File: config.mk
export PLATFORM = sky130hd
export DESIGN_NAME = ssa_cell
export DESIGN_NICKNAME = d
export VERILOG_FILES = /design/src/hw/rtl/stack_sort_ascending_macros.svh /design/src/hw/rtl/ssa_pkg.sv /design/src/hw/rtl/ssa_cell.sv
export SDC_FILE = /design/constraint.sdc
export NUM_CORES = 1
export LEC_CHECK = 0
export ABC_AREA = 1
export BUFFER_PORTS_ARGS = -buffer_cell sky130_fd_sc_hd__buf_2
export CORE_ASPECT_RATIO = 0.75
export CORE_MARGIN = 2
export CORE_UTILIZATION = 41
export DETAILED_ROUTE_END_ITERATION = 10
export GPL_TIMING_DRIVEN = 1
export PLACE_DENSITY_LB_ADDON = 0.3
export SYNTH_ARGS = -nofsm -noshare
export SYNTH_HDL_FRONTEND = slang
export SYNTH_SLANG_ARGS = --single-unit
File: constraint.sdc
create_clock -name aclk -period 2.2 [get_ports aclk]
set_input_delay 0.22 -clock aclk [delete_from_list [all_inputs] [get_ports aclk]]
set_output_delay 0.22 -clock aclk [all_outputs]
set_load 0.01 [all_outputs]
File: src/hw/rtl/stack_sort_ascending_macros.svh
// ----------------------------------------------------------------------------
// Assertion macros for the stack sorter
// Shared concurrent assertion forms, clocked and reset-qualified.
// ----------------------------------------------------------------------------
`ifndef STACK_SORT_ASCENDING_MACROS_SVH
`define STACK_SORT_ASCENDING_MACROS_SVH

// Same-cycle implication.
`define SSA_ASSERT_IMP(lbl, clk, rstn, ante, cons, msg) \
    lbl: assert property (@(posedge clk) disable iff (!(rstn)) (ante) |-> (cons)) \
        else $error(msg);

// Next-cycle implication.
`define SSA_ASSERT_NXT(lbl, clk, rstn, ante, cons, msg) \
    lbl: assert property (@(posedge clk) disable iff (!(rstn)) (ante) |=> (cons)) \
        else $error(msg);

`endif

File: src/hw/rtl/ssa_pkg.sv
// ----------------------------------------------------------------------------
// Stack sorter package
// Widths, depth and the structs passed between the sorter cells.
// ----------------------------------------------------------------------------
package ssa_pkg;

    localparam int DATA_W = 32;
    localparam int DEPTH  = 64;

    typedef logic signed [DATA_W-1:0] ssa_data_t;

    // What one cell shows its neighbours.
    typedef struct packed {
        logic      valid;
        logic      lt;     // incoming value sorts before this cell's value, or the cell is empty
        ssa_data_t value;
    } ssa_link_t;

    // Chain-wide control, the same for every cell.
    typedef struct packed {
        logic load;        // insert the broadcast value
        logic shift;       // move every value one cell towards the head
    } ssa_ctrl_t;

endpackage

File: src/hw/rtl/ssa_cell.sv
// ----------------------------------------------------------------------------
// Stack sorter cell
// Holds one value of the sorted chain; inserts by ripple, drains by shift.
// ----------------------------------------------------------------------------
module ssa_cell (
    input  logic              aclk,
    input  logic              aresetn,
    input  ssa_pkg::ssa_ctrl_t ctrl,
    input  ssa_pkg::ssa_data_t din,
    input  ssa_pkg::ssa_link_t prev_link,
    input  ssa_pkg::ssa_link_t next_link,
    output ssa_pkg::ssa_link_t link
);

    logic               valid_reg;
    logic               valid_next;
    ssa_pkg::ssa_data_t value_reg;
    ssa_pkg::ssa_data_t value_next;
    logic               lt;

    // Empty cells accept anything; equal values stay behind older ones.
    assign lt = !valid_reg || (din < value_reg);

    always_comb begin
        valid_next = valid_reg;
        value_next = value_reg;
        if (ctrl.shift) begin
            valid_next = next_link.valid;
            value_next = next_link.value;
        end else if (ctrl.load && lt) begin
            // take the neighbour's value if the new one lands further up
            valid_next = valid_reg | prev_link.valid;
            value_next = prev_link.lt ? prev_link.value : din;
        end
    end

    always_ff @(posedge aclk) begin
        if (!aresetn) begin
            valid_reg <= 1'b0;
        end else begin
            valid_reg <= valid_next;
        end
    end

    always_ff @(posedge aclk) begin
        value_reg <= value_next;
    end

    assign link.valid = valid_reg;
    assign link.lt    = lt;
    assign link.value = value_reg;

endmodule

# [Yosys cells after proc, flatten, opt, wreduce, memory -nomap -nowiden]
# Cells that the tools add are included.
[word_totals] output_inout_bits=34 regBits=33 input_bits=104 wordCells=13
[op_classes] mux=5 bitwise=1 order_cmp=1 reduce_logical=4
[ops] cell="two-way mux 32 bit" count=3
[ops] cell="< comparator 32 bit" count=1
[ops] cell="two-way mux 1 bit" count=2
[ops] cell="nonzero test 2 bit" count=1
[ops] cell="logical AND 1 bit" count=1
[ops] cell="zero test 1 bit" count=1
[ops] cell="logical OR 1 bit" count=1
[ops] cell="bitwise OR 1 bit" count=1

# [Depth between registers and ports, before layout]
[depth] depth_word=5 ltp_mapped=17 ltp_nobuf=17

# [Least setup slack after synthesis]
# Ideal clock, no wire load.
[synth_path] path_type="register to register" startpoint="reg value_reg[5]" endpoint="reg value_reg[0], enable pin" period_less_slack_ps=2234 t_required_ps=1825 stages_incl_launch_ff=14 setup_ps=375 t_arrival_ps=1858 setup_slack_ps=-34 path_buffers=0 cell_sequence="edfxtp_1 > inv_1 > ha_1 > a21oi_1 > nor2_1 > nor3_1 > nand2_1 > nand2_1 > nand2_1 > nand2_1 > nand3_1 > nand3_2 > nand2_2 > nand2_2"
[synth_between] elab_chain_cells=4
[synth_lines] item="start, declared" line="ssa_cell.sv:17" rtl="ssa_pkg::ssa_data_t value_reg;"
[synth_lines] item="start signal, assigned" line="ssa_cell.sv:46" rtl="value_reg <= value_next;"
[synth_lines] item="< comparator 32 bit" line="ssa_cell.sv:22" rtl="assign lt = !valid_reg || (din < value_reg);"
[synth_lines] item="logical OR 1 bit" line="ssa_cell.sv:22"
[synth_lines] item="via lt" line="ssa_cell.sv:19" rtl="logic lt;"
[synth_lines] item="logical AND 1 bit" line="ssa_cell.sv:30" rtl="end else if (ctrl.load && lt) begin"
[synth_lines] item="nonzero test 2 bit (no line)"
# The timed path passes the listed nets, and every way through them passes these cells.
# A chain may end at the register's enable or synchronous reset.

==> out/qor.log <==
[global_route] global-route wire length before repair 10700 um
[yosys] synthesized cell area 2510 um^2
[global_route] via count of the first global-routing pass 2338
[placed_design] Final GP Congestion 0.811
[routing] routed via count 2594
[flow_run] max-cap check violation count 0
[sta] largest clock skew in the final design 0.00514 ns
[routing] vias per cell 4.88
[clock_tree] clock tree from TritonCTS done
[final_layout] register area 981 um^2
[routing] antenna-violating nets left 0
[final_layout] Cell Count, Final, Fillers Out 532
[die] core footprint 5860 um^2
[die] total I/O pin count 138
[final_layout] final standard cell utilization of the core 59.4%
[sta] Sum Neg Setup Slack 0 ns
[setup_path] launch instance of the worst register-to-register path value_reg[5]
[sta] max-slew violation count 0
[global_route] largest net degree at the start of global routing 34
[placed_design] cell count after placement 521
[pwr] worst supply voltage drop on vdd 0.000369 V
[final_layout] number of nets in the finished design 588
[yosys] gate count after technology mapping 319
[setup_path] crit path launch value_reg[5]
[placed_design] post-detailed-placement half-perimeter wirelength 5290 um
[yosys] library cells used by synthesis 25
[sta] Max Clock Freq 473 MHz
[setup_path] data arrival time of the critical path 1.89 ns
[setup_path] kind of critical path reg -> out
[clock_tree] Clk Tree Root Cell clkbuf_8
[final_layout] final antenna diode count 0
[yosys] yosys warns 0
[die] site row count 24
[clock_tree] Longest Clk Path Bufs 2
[pwr] total power consumption of the routed design 0.00185 W
[sta] final-report setup violation count 0
[pwr] power per cell area 532 nW/um^2
[setup_path] endpoint required time on the critical path 1.98 ns
[clock_tree] deepest level of the CTS H-tree 2
[yosys] Synthesized Nets 454
[sta] minimum clock period after layout 2.11 ns
[sta] slew at the pin closest to its max-slew limit 0.651 ns
[sta] worst hold slack 0.188 ns
[routing] starting DRC count in detailed routing 110
[outcome] outcome finished, final reports clean
[final_layout] fill cell total of the finished layout 557
[setup_path] maximum fanout encountered on the critical timing path 2
[die] initial standard-cell utilization of the core 42.8%
[sta] number of hold violations in the final report 0
[routing] Remaining DRCs 0
[yosys] average footprint of a synthesized cell 7.86 um^2
[routing] average wire per cell in the routed design 13.2 um
[worst_hold_path] Min-Delay Startpoint aresetn
[pwr] leakage component of the power 1.81 nW
[setup_path] CP most frequent cell nand2_1
[global_route] total congestion overflow 0
[die] overall die width 94.3 um
[clock_tree] register clock-pin slew on the reported worst setup and hold paths 0.07 ns
[sta] worst rel slew slack 56.6%
[setup_path] delay of the slowest cell on the worst path 0.41 ns
[global_route] GRT Overall Usage 20.0%
[global_route] initial antenna violation count 0
[sta] share of the cycle needed by the critical path after routing 96.0%
[final_layout] area growth from synthesis to layout 38.6%
[die] die footprint 6760 um^2
[worst_hold_path] hold crit path type in -> reg
[setup_path] cell-by-cell listing of the critical path inv_2 -> ha_4 -> a21oi_2 -> nor2_1 -> nor3_1 -> nand2_1 -> nand2_1 -> nand2_1 -> nand2_2 -> nand2_1 -> nand2_1 -> nand3_2 -> buf_6
[setup_path] highest-delay cell along the critical path edfxtp_1
[routing] routed wire length 7020 um
[routing] number of detailed-routing iterations run before antenna repair 4
[final_layout] most used cells in the layout excluding fill and tap cells 135 x buf_2, 78 x a21oi_1, 57 x nand2_1, 37 x nor2_1, 34 x inv_1
[final_layout] number of flip-flops in the largest register 32
[final_layout] Multi-input gate area 1370 um^2
[die] die outline height 71.7 um
[clock_tree] count of hold-fix buffers inserted at cts 0
[clock_tree] insertion delay to the later sink of the worst-skew pair 0.27 ns
[final_layout] most common cell after layout, fill and taps aside buf_2
[setup_path] capturing element type of the critical path output pin
[setup_path] Worst Setup Start Kind flip-flop
[clock_tree] CTS buffer count 5
[yosys] flip-flop and latch count after synthesis 33
[sta] unrepaired setup endpoints after global routing yes
[placed_design] number of buffers inserted by port buffering 136
[yosys] sequential-to-total area share from yosys stat 39.1%
[final_layout] fraction of final layout cells sized beyond drive strength 1 38.5%
[clock_tree] clk sink count 33
## cell usage after synthesis
master    instances  share of area, %
o31ai_1           1              0.30
buf_4             2              0.60
inv_1            38               5.7
nor3_2            1              0.40
nand4_1           1              0.25
ha_1             31                15
clkbuf_1         13               1.9
buf_2             1              0.20
inv_2             3              0.45
a21oi_1          79                16
nand3_1           3              0.60
a21oi_2           3               1.0
nand4_2           1              0.50
o21ai_1           2              0.40
edfxtp_1         32                38
o21a_1            1              0.30
nand3_2           1              0.40
inv_4             1              0.25
o211ai_2          1              0.50
nor2_1           38               5.7
nand2_1          59               8.8
nand2_2           2              0.50
dfxtp_1           1              0.80
nor3_1            2              0.40
o21ai_0           2              0.40
## power breakdown
group	leakage [nW]	internal, W	switching, W
Clock	0.0430	0.000213	0.000218
Combinational	1.43	0.000276	0.000338
Sequential	0.328	0.000771	0.0000343
## critical path, delay by kind of cell, from the launching register on
kind,cells,cell delay [ns]
simple gates,9,0.68
flops,1,0.41
buf+inv,2,0.22
fa+ha+maj,1,0.19
compound gates,1,0.10
## kinds of logic (layout without fill, tap and decap cells)
kind of cell	after synthesis	in the layout	share of synthesized area, %
and+or+nand+nor	108	108	17.6
AOI/OAI and AO/OA	89	89	18.7
buffers and inverters	58	193	9.13
DFF	33	33	39.1
adders and majority gates	31	31	15.5
## cell type report
type	instances	area share, %
inverters	42	4.61
flip-flops and latches	33	28.2
well taps	78	2.81
clock inverters	3	0.360
clock buffers	5	1.98
multi-input cells	228	39.4
repair buffers	143	22.6
## per-layer routing
| metal | wire (um) | GRT usage [%] | share of wire, % | up-vias |
|---|---|---|---|---|
| met4 | 55 | 4.03 | 0.78 | 0 |
| met2 | 3120 | 33.6 | 44 | 93 |
| met1 | 3350 | 26.6 | 48 | 1159 |
| li1 | - | - | - | 1338 |
| met3 | 502 | 4.63 | 7.1 | 4 |
| met5 | 0 | 0 | 0 | - |
## through the flow
step / setup slack, ns / area [um^2]
6_report: 0.0871 / 3480
4_1_cts: 0.0310 / 3360
3_5_place_dp: 0.112 / 3280
2_1_floorplan: 0.151 / 2510
3_3_place_gp: 0.122 / 3280
5_1_grt: -0.0549 / 3480
## worst paths after layout
path                    to  slack, ns  cells after the start
min reg2reg      valid_reg       0.64                      2
max reg2reg  value_reg[16]       0.11                     14
max               link[32]       0.09                     13
min              valid_reg       0.19                      3
## repair_timing
item / 4_1_cts / 5_1_grt
gates resized for setup: 0 / 17
setup buffers: 0 / 1
setup endpoints to repair: 0 / 33
endpoints found under the hold margin: 0 / 0
Power figures use the tool's default switching activity.
